==> src/rtl/mbde_pkg.sv <==
// ----------------------------------------------------------------------------
// mbde_pkg
// Shared types and constants of the multi-button debounce and edge core.
// ----------------------------------------------------------------------------
package mbde_pkg;

  localparam int unsigned CHANNELS_DEF = 8;
  localparam int unsigned LEVEL_W      = 8;
  localparam int unsigned CNT_W        = 4;
  localparam int unsigned CHAN_W       = 3;
  localparam int unsigned TIME_W       = 8;
  localparam int unsigned CD_W         = 10;
  localparam int unsigned REG_IDX_W    = 3;
  localparam int unsigned INPUT_LIMIT  = 8;

  typedef enum logic [1:0] {
    ACT_TICK     = 2'd0,
    ACT_QUERY    = 2'd1,
    ACT_CLEAR    = 2'd2,
    ACT_RESERVED = 2'd3
  } action_t;

  typedef enum logic [1:0] {
    TR_IDLE    = 2'd0,
    TR_PRESSED = 2'd1,
    TR_RISE    = 2'd2,
    TR_FALL    = 2'd3
  } transition_t;

  typedef enum logic [REG_IDX_W-1:0] {
    REG_STEP_TIME    = 3'd0,
    REG_PRESS_TIME   = 3'd1,
    REG_RELEASE_TIME = 3'd2,
    REG_CHAN_COUNT   = 3'd3,
    REG_ACTIVE_MASK  = 3'd4
  } reg_index_t;

  typedef enum logic [1:0] {
    ST_IDLE,
    ST_RUN,
    ST_DONE
  } state_t;

  typedef struct packed {
    logic signed [CD_W-1:0] countdown;
    logic                   stable;
    logic                   pressed;
    logic                   request;
  } step_result_t;

endpackage

==> src/rtl/multi_button_debounce_edge_core.sv <==
// ----------------------------------------------------------------------------
// multi_button_debounce_edge_core
// Per-channel debounce countdowns with press/release classification and a
// latched change request.
// ----------------------------------------------------------------------------
// A tick sweeps the n channels in use (channel_count capped at 8 and at
// CHANNELS), one shared countdown unit updating one channel per cycle, and
// then loads its result into the output register; a query, a clear, an
// unused action or a tick with n zero loads its result without a sweep. The
// input side is ready only while no item is in work; a finished result waits
// in the output register, so the next item can be accepted before it is
// taken. Configuration writes are always ready.
// ----------------------------------------------------------------------------
module multi_button_debounce_edge_core
  import mbde_pkg::*;
#(
  parameter int unsigned CHANNELS = CHANNELS_DEF
) (
  input  logic                 clk,
  input  logic                 rst,
  input  logic                 s_tvalid,
  output logic                 s_tready,
  input  logic [15:0]          s_tdata,   // raw_levels[7:0], channel[10:8], zero
  input  logic [1:0]           s_tuser,   // action[1:0]
  output logic                 m_tvalid,
  input  logic                 m_tready,
  output logic [7:0]           m_tdata,   // transition[1:0], request_pending[2],
                                          // channel_valid[3], zero
  input  logic                 cfg_valid,
  output logic                 cfg_ready,
  input  logic [REG_IDX_W-1:0] cfg_index,
  input  logic [7:0]           cfg_data
);

  localparam int unsigned IDX_W    = (CHANNELS > 1) ? $clog2(CHANNELS) : 1;
  localparam int unsigned MAX_USED = (CHANNELS < INPUT_LIMIT) ? CHANNELS : INPUT_LIMIT;

  state_t state;
  state_t state_next;

  logic [TIME_W-1:0]  step_size;
  logic [TIME_W-1:0]  press_time;
  logic [TIME_W-1:0]  release_time;
  logic [CNT_W-1:0]   channel_count;
  logic [LEVEL_W-1:0] active_high_mask;

  logic signed [CD_W-1:0] countdown [CHANNELS];
  logic [CHANNELS-1:0]    stable_level;
  logic [CHANNELS-1:0]    pressed_now;
  logic [CHANNELS-1:0]    pressed_before;
  logic                   change_request;

  action_t            action;
  logic [LEVEL_W-1:0] raw_levels;
  logic [CHAN_W-1:0]  channel;
  logic [CNT_W-1:0]   used;
  logic [CNT_W-1:0]   idx;

  logic [CNT_W-1:0]   used_in;
  logic               in_accept;
  logic               load;
  logic               channel_valid;
  logic [IDX_W-1:0]   run_idx;
  logic [IDX_W-1:0]   query_idx;
  logic               query_hit;
  transition_t        transition;
  logic               request_next;
  step_result_t       step_res;

  assign cfg_ready = 1'b1;
  assign in_accept = s_tvalid && s_tready;
  assign load      = (state == ST_DONE) && (!m_tvalid || m_tready);
  assign run_idx   = IDX_W'(idx);
  assign query_idx = IDX_W'(channel);

  always_comb begin
    used_in = channel_count;
    if (used_in > CNT_W'(MAX_USED)) begin
      used_in = CNT_W'(MAX_USED);
    end
  end

  always_ff @(posedge clk) begin
    if (rst) begin
      state <= ST_IDLE;
    end else begin
      state <= state_next;
    end
  end

  always_comb begin
    state_next = state;
    s_tready   = 1'b0;
    unique case (state)
      ST_IDLE: begin
        s_tready = 1'b1;
        if (s_tvalid) begin
          if ((action_t'(s_tuser) == ACT_TICK) && (used_in != '0)) begin
            state_next = ST_RUN;
          end else begin
            state_next = ST_DONE;
          end
        end
      end
      ST_RUN: begin
        if (idx == used - CNT_W'(1)) begin
          state_next = ST_DONE;
        end
      end
      ST_DONE: begin
        if (!m_tvalid || m_tready) begin
          state_next = ST_IDLE;
        end
      end
      default: state_next = ST_IDLE;
    endcase
  end

  mbde_step_unit u_step (
    .countdown      (countdown[run_idx]),
    .stable         (stable_level[run_idx]),
    .raw            (raw_levels[idx[CHAN_W-1:0]]),
    .active_high    (active_high_mask[idx[CHAN_W-1:0]]),
    .pressed_before (pressed_before[run_idx]),
    .step_size      (step_size),
    .press_time     (press_time),
    .release_time   (release_time),
    .result         (step_res)
  );

  always_comb begin
    channel_valid = {1'b0, channel} < used;
    query_hit     = (action == ACT_QUERY) && change_request && channel_valid;
    transition    = TR_IDLE;
    if (query_hit) begin
      case ({pressed_now[query_idx], pressed_before[query_idx]})
        2'b11:   transition = TR_PRESSED;
        2'b10:   transition = TR_RISE;
        2'b01:   transition = TR_FALL;
        default: transition = TR_IDLE;
      endcase
    end
    request_next = (action == ACT_CLEAR) ? 1'b0 : change_request;
  end

  always_ff @(posedge clk) begin
    if (rst) begin
      step_size        <= TIME_W'(1);
      press_time       <= '0;
      release_time     <= '0;
      channel_count    <= '0;
      active_high_mask <= '0;
      for (int i = 0; i < CHANNELS; i++) begin
        countdown[i] <= '0;
      end
      stable_level     <= '0;
      pressed_now      <= '0;
      pressed_before   <= '0;
      change_request   <= 1'b0;
      m_tvalid         <= 1'b0;
      idx              <= '0;
    end else begin
      if (cfg_valid) begin
        unique case (cfg_index)
          REG_STEP_TIME:    step_size <= (cfg_data == '0) ? TIME_W'(1) : cfg_data;
          REG_PRESS_TIME:   press_time <= cfg_data;
          REG_RELEASE_TIME: release_time <= cfg_data;
          REG_CHAN_COUNT:   channel_count <= cfg_data[CNT_W-1:0];
          REG_ACTIVE_MASK:  active_high_mask <= cfg_data;
          default: ;
        endcase
      end

      if (in_accept) begin
        idx <= '0;
      end else if (state == ST_RUN) begin
        countdown[run_idx]    <= step_res.countdown;
        stable_level[run_idx] <= step_res.stable;
        pressed_now[run_idx]  <= step_res.pressed;
        if (step_res.request) begin
          change_request <= 1'b1;
        end
        idx <= idx + CNT_W'(1);
      end

      if (load) begin
        change_request <= request_next;
        if (query_hit) begin
          pressed_before[query_idx] <= pressed_now[query_idx];
        end
        m_tvalid <= 1'b1;
      end else if (m_tready) begin
        m_tvalid <= 1'b0;
      end
    end
  end

  always_ff @(posedge clk) begin
    if (in_accept) begin
      action     <= action_t'(s_tuser);
      raw_levels <= s_tdata[LEVEL_W-1:0];
      channel    <= s_tdata[LEVEL_W+CHAN_W-1:LEVEL_W];
      used       <= used_in;
    end
    if (load) begin
      m_tdata <= {4'b0000, channel_valid, request_next, transition};
    end
  end

`ifndef SYNTHESIS
  a_run_in_range: assert property (@(posedge clk) disable iff (rst)
    (state == ST_RUN) |-> (idx < used))
    else $error("channel sweep past channel count");

  a_edge_needs_valid: assert property (@(posedge clk) disable iff (rst)
    m_tvalid |-> ((m_tdata[1:0] == TR_IDLE) || m_tdata[3]))
    else $error("transition reported for invalid channel");

  a_clear_drops_flag: assert property (@(posedge clk) disable iff (rst)
    (load && (action == ACT_CLEAR)) |=> (!change_request && !m_tdata[2]))
    else $error("clear did not drop the request flag");

  a_flag_rises_on_tick: assert property (@(posedge clk) disable iff (rst)
    $rose(change_request) |-> ($past(state) == ST_RUN))
    else $error("request flag set outside a tick sweep");
`endif

endmodule

==> src/rtl/mbde_step_unit.sv <==
// ----------------------------------------------------------------------------
// mbde_step_unit
// Shared countdown update for one channel per cycle: subtract, expiry
// compare, level acceptance and reload selection.
// ----------------------------------------------------------------------------
module mbde_step_unit
  import mbde_pkg::*;
(
  input  logic signed [CD_W-1:0]   countdown,
  input  logic                     stable,
  input  logic                     raw,
  input  logic                     active_high,
  input  logic                     pressed_before,
  input  logic        [TIME_W-1:0] step_size,
  input  logic        [TIME_W-1:0] press_time,
  input  logic        [TIME_W-1:0] release_time,
  output step_result_t             result
);

  logic signed [CD_W:0] diff;
  logic                 running;
  logic                 expired;
  logic                 stable_new;
  logic                 pressed_new;

  always_comb begin
    diff        = $signed({countdown[CD_W-1], countdown})
                - $signed({{(CD_W + 1 - TIME_W){1'b0}}, step_size});
    running     = raw != stable;
    expired     = running && (diff[CD_W] || (diff == '0));
    stable_new  = expired ? raw : stable;
    pressed_new = stable_new == active_high;

    result.stable  = stable_new;
    result.pressed = pressed_new;
    result.request = pressed_new != pressed_before;
    if (!running || expired) begin
      if (pressed_new) begin
        result.countdown = $signed({{(CD_W - TIME_W){1'b0}}, release_time});
      end else begin
        result.countdown = $signed({{(CD_W - TIME_W){1'b0}}, press_time});
      end
    end else begin
      result.countdown = diff[CD_W-1:0];
    end
  end

endmodule
==> config.mk <==
export PLATFORM = sky130hd
export DESIGN_NAME = multi_button_debounce_edge_core
export DESIGN_NICKNAME = d
export VERILOG_FILES = /design/src/rtl/mbde_pkg.sv /design/src/rtl/multi_button_debounce_edge_core.sv /design/src/rtl/mbde_step_unit.sv
export SDC_FILE = /design/constraint.sdc
export NUM_CORES = 1
export LEC_CHECK = 0
export BUFFER_PORTS_ARGS = -buffer_cell sky130_fd_sc_hd__buf_2
export CAP_MARGIN = 5
export CORE_MARGIN = 4
export CORE_UTILIZATION = 66
export DETAILED_ROUTE_END_ITERATION = 8
export GPL_ROUTABILITY_DRIVEN = 0
export PLACE_DENSITY = 0.94
export SLEW_MARGIN = 20
export SYNTH_ARGS = -nofsm -noshare
export SYNTH_HDL_FRONTEND = slang
export SYNTH_HIERARCHICAL = 1
export SYNTH_SLANG_ARGS = --single-unit
==> constraint.sdc <==
create_clock -name clk -period 8.5 [get_ports clk]
set_input_delay 0 -clock clk [delete_from_list [all_inputs] [get_ports clk]]
set_output_delay 0 -clock clk [all_outputs]
set_load 0.005 [all_outputs]
==> results.yml <==
status:
  status: "finished, final reports clean"
clock_tree:
  clockRootBuffer: "clkbuf_16"
  insertion_delay_ns: 0.43
  cts_resized: 0
  clock_sinks: 172
  cts_buffers: 17
  cts-htree-levels: 4
  cts_tree: "yes"
  clkTransAtPathRegs_ns: 0.07
  clockBufferDepth: 2
worst_setup_path:
  crit_chain: "mux4_2 -> mux2_2 -> inv_1 -> ha_1 -> fa_1 -> nand2b_1 -> a21oi_2 -> or4_1 -> a22oi_1 -> and4b_1 -> a211o_1 -> nor2_1 -> a31oi_1 -> and2_1"
  timing.rr.end: "countdown[0][1]"
  crit_arrival_ns: 5.55
  cp-end-kind: "flip-flop"
  ff2ff_path_depth: 14
  critPathMaxStageDelay_ns: 0.95
  crit_required_ns: 8.79
  critPathSlowestCell: "dfxtp_1"
  path_max_fanout: 20
  start_kind: "flip-flop"
  criticalPathCategory: "reg2reg"
  ff2ff_setup_slack_ns: 3.24
logic_synthesis:
  synth.avg_cell_area_um2: 11.46
  async_reset_ff_share_pct: 0
  synth-seq-cells: 172
  yosysSeqAreaShare_pct: 51.98
  synth-main-ff-cell: "edfxtp_1"
  syn_area_um2: 8569
  synth-edff-count: 101
  netlist_top_cells_area: "edfxtp_1 (35%), dfxtp_1 (17%), mux4_2 (6.8%)"
  synth_top_cell_area_share_pct: 35.39
  synth_cell_type_count: 71
  yosys.area.top_type: "edfxtp_1"
  synth_common_cells: "edfxtp_1 (101), and2_1 (81), dfxtp_1 (71), nand2_1 (63), nor2_1 (57)"
  synth.most_common_cell: "edfxtp_1"
  synthCells: 748
  yosysWarnings: 6
floorplan:
  die-area_um2: 14870
  chipHeight_um: 121.9
  coreArea_um2: 12670
  fp.dieW_um: 121.9
  initial_core_util_pct: 67.63
  num_rows: 41
  ioPinCount: 45
timing:
  slew_violations: 0
  hold_viol: 0
  post-route-min-period_ns: 5.256
  setup_violations: 0
  fmax_mhz: 190.3
  rsz0062_at_grt: "false"
  clock_skew_ns: 0.01080
  setup_tns_ns: 0
  tightest_slew_ns: 1.166
  period_share_pct: 61.84
  maxSlewHeadroom_pct: 21.59
hold_path:
  whs_endpoint: "used[1]"
  holdPathStages: 3
  min_from: "s_tvalid"
  hold_path_class: "in2reg"
run:
  drv_cap: 0
pwr:
  p_leak_nw: 3.570
  power_density_nw_per_um2: 191.6
  peakVddDrop_v: 0.0002050
global_route:
  grt_usage_pct: 33.71
  grt_max_degree: 68
  grt_pass1_vias: 6845
  grt_pass1_wl_um: 37690
  antenna_found_initial: 0
  grt_overflow_total: 0
routing:
  post_drt_wl_per_cell_um: 24.41
  drt_iter0_drc: 927
  antenna_left: 0
  drc_errors: 0
  totalWireLength_um: 23780
  vias: 6777
  dr.pass1.iters: 8
  vias_per_cell: 6.958
cells_and_area:
  seqCellArea_um2: 4456
  nets: 837
  antennaDiodeCount: 0
  multi_input_area_um2: 3756
  area_growth_pct: 12.13
  layout-drive-gt1-share_pct: 17.58
  fin_cells: 974
  fillers: 673
placement:
  hpwl_um: 12930
  placed_cells: 913
  numPortBuffers: 34
[worst max-delay path: cells and delay by family (launching register included)]
kind | cells | cell delay (ns)
simple gates | 5 | 1.45
compound gates | 4 | 1.42
mux | 2 | 0.73
fa+ha+maj | 2 | 0.42
buf+inv | 1 | 0.12
flops | 1 | 0.95
[cell type report]
class,instances,area share (%)
Clock buffer,23,5.417
Clock inverter,9,0.6120
Inverter,30,1.172
Multi-Input combinational cell,502,39.09
Sequential cell,172,46.37
Tap cell,172,2.240
Timing Repair Buffer,66,5.104
[cells by family after synthesis]
group,Yosys count,share of synthesized area (%)
AOI/OAI and AO/OA,118,9.958
xor gates and xnor gates,17,1.737
adders and majority gates,14,2.132
buffers and inverters,77,4.555
DFF,172,51.98
muxes,67,11.90
other,2,0.08764
and+or+nand+nor,281,17.65
[through the flow]
| step | hold slack, ns | util (%) | area (um^2) | power [mW] | setup slack, ns |
|---|---|---|---|---|---|
| 3_5_place_dp | 0.1781 | 68.86 | 8725 | 1.074 | 3.501 |
| 3_3_place_gp | 0.1773 | 68.79 | 8716 | 1.064 | 3.604 |
| 4_1_cts | 0.08721 | 75.64 | 9584 | 1.813 | 3.494 |
| 5_1_grt | 0.01222 | 75.84 | 9609 | 1.886 | 2.979 |
| 2_1_floorplan | 0.09887 | - | 8581 | 1.036 | 4.654 |
| 6_report | 0.01178 | 75.84 | 9609 | 1.841 | 3.244 |
[report_power, final]
group	internal [mW]	switching, mW	total [mW]
clock	0.431	0.322	0.754
combinational	0.0574	0.105	0.162
sequential	0.907	0.0170	0.924
[cell usage in the layout (no fill, tap or decap), types with 3 or more instances in the layout]
cell type and count:
edfxtp_1 101, and2_1 81, dfxtp_1 70, nand2_1 63, nor2_1 57, a21oi_1 39
buf_2 33, inv_1 32, dlygate4sd3_1 28, mux4_2 26, mux2i_1 25, clkbuf_16 19
nor2b_1 15, mux2_2 15, a22o_1 15, ha_1 13, a31oi_1 12, xnor2_1 12
o31ai_1 9, nand2b_1 8, nor3_1 8, nand3_1 8, nand4_1 8, o21ai_0 7
o2111ai_1 6, nor3_2 5, xor2_1 5, conb_1 5, o211ai_1 4, buf_4 4
nor4_1 3, nor2_2 3, a211o_1 3, clkbuf_8 3, clkinv_4 3
[worst max path at each step]
| stage | from | endpoint | slack [ns] | cells past startpoint |
|---|---|---|---|---|
| 6_report | flip-flop | countdown[0][1] | 3.24 | 14 |
| 5_1_grt | flip-flop | countdown[6][1] | 2.98 | 14 |
| 4_1_cts | flip-flop | countdown[4][0] | 3.49 | 14 |
| 3_5_place_dp | flip-flop | countdown[4][0] | 3.50 | 14 |
| 3_3_place_gp | flip-flop | countdown[0][0] | 3.60 | 14 |
| 2_1_floorplan | flip-flop | countdown[0][0] | 4.65 | 17 |
[flip-flops by register name, indices dropped and copies added, names as in the netlist, named ones only]
signal,flops
countdown,80
active_high_mask,8
press_time,8
pressed_before,8
pressed_now,8
raw_levels,8
release_time,8
stable_level,8
step_size,8
channel_count,4
idx,4
m_tdata,4
used,4
channel,3
action,2
state,2
change_request,1
m_tvalid,1
[timing repair]
action | in CTS | in global routing
hold buffers | 28 | 0
setup buffers | 0 | 0
hold endpoints to repair | 51 | 0
[metal layers]
layer / vias to the layer above / wire length (um) / track usage, %
li1: 2774 / - / -
met1: 3200 / 8316 / 41.39
met2: 629 / 11400 / 55.11
met3: 174 / 2640 / 8.589
met4: 0 / 1423 / 18.00
met5: - / 0 / 0
No activity file was read; power rests on OpenSTA's default activity.
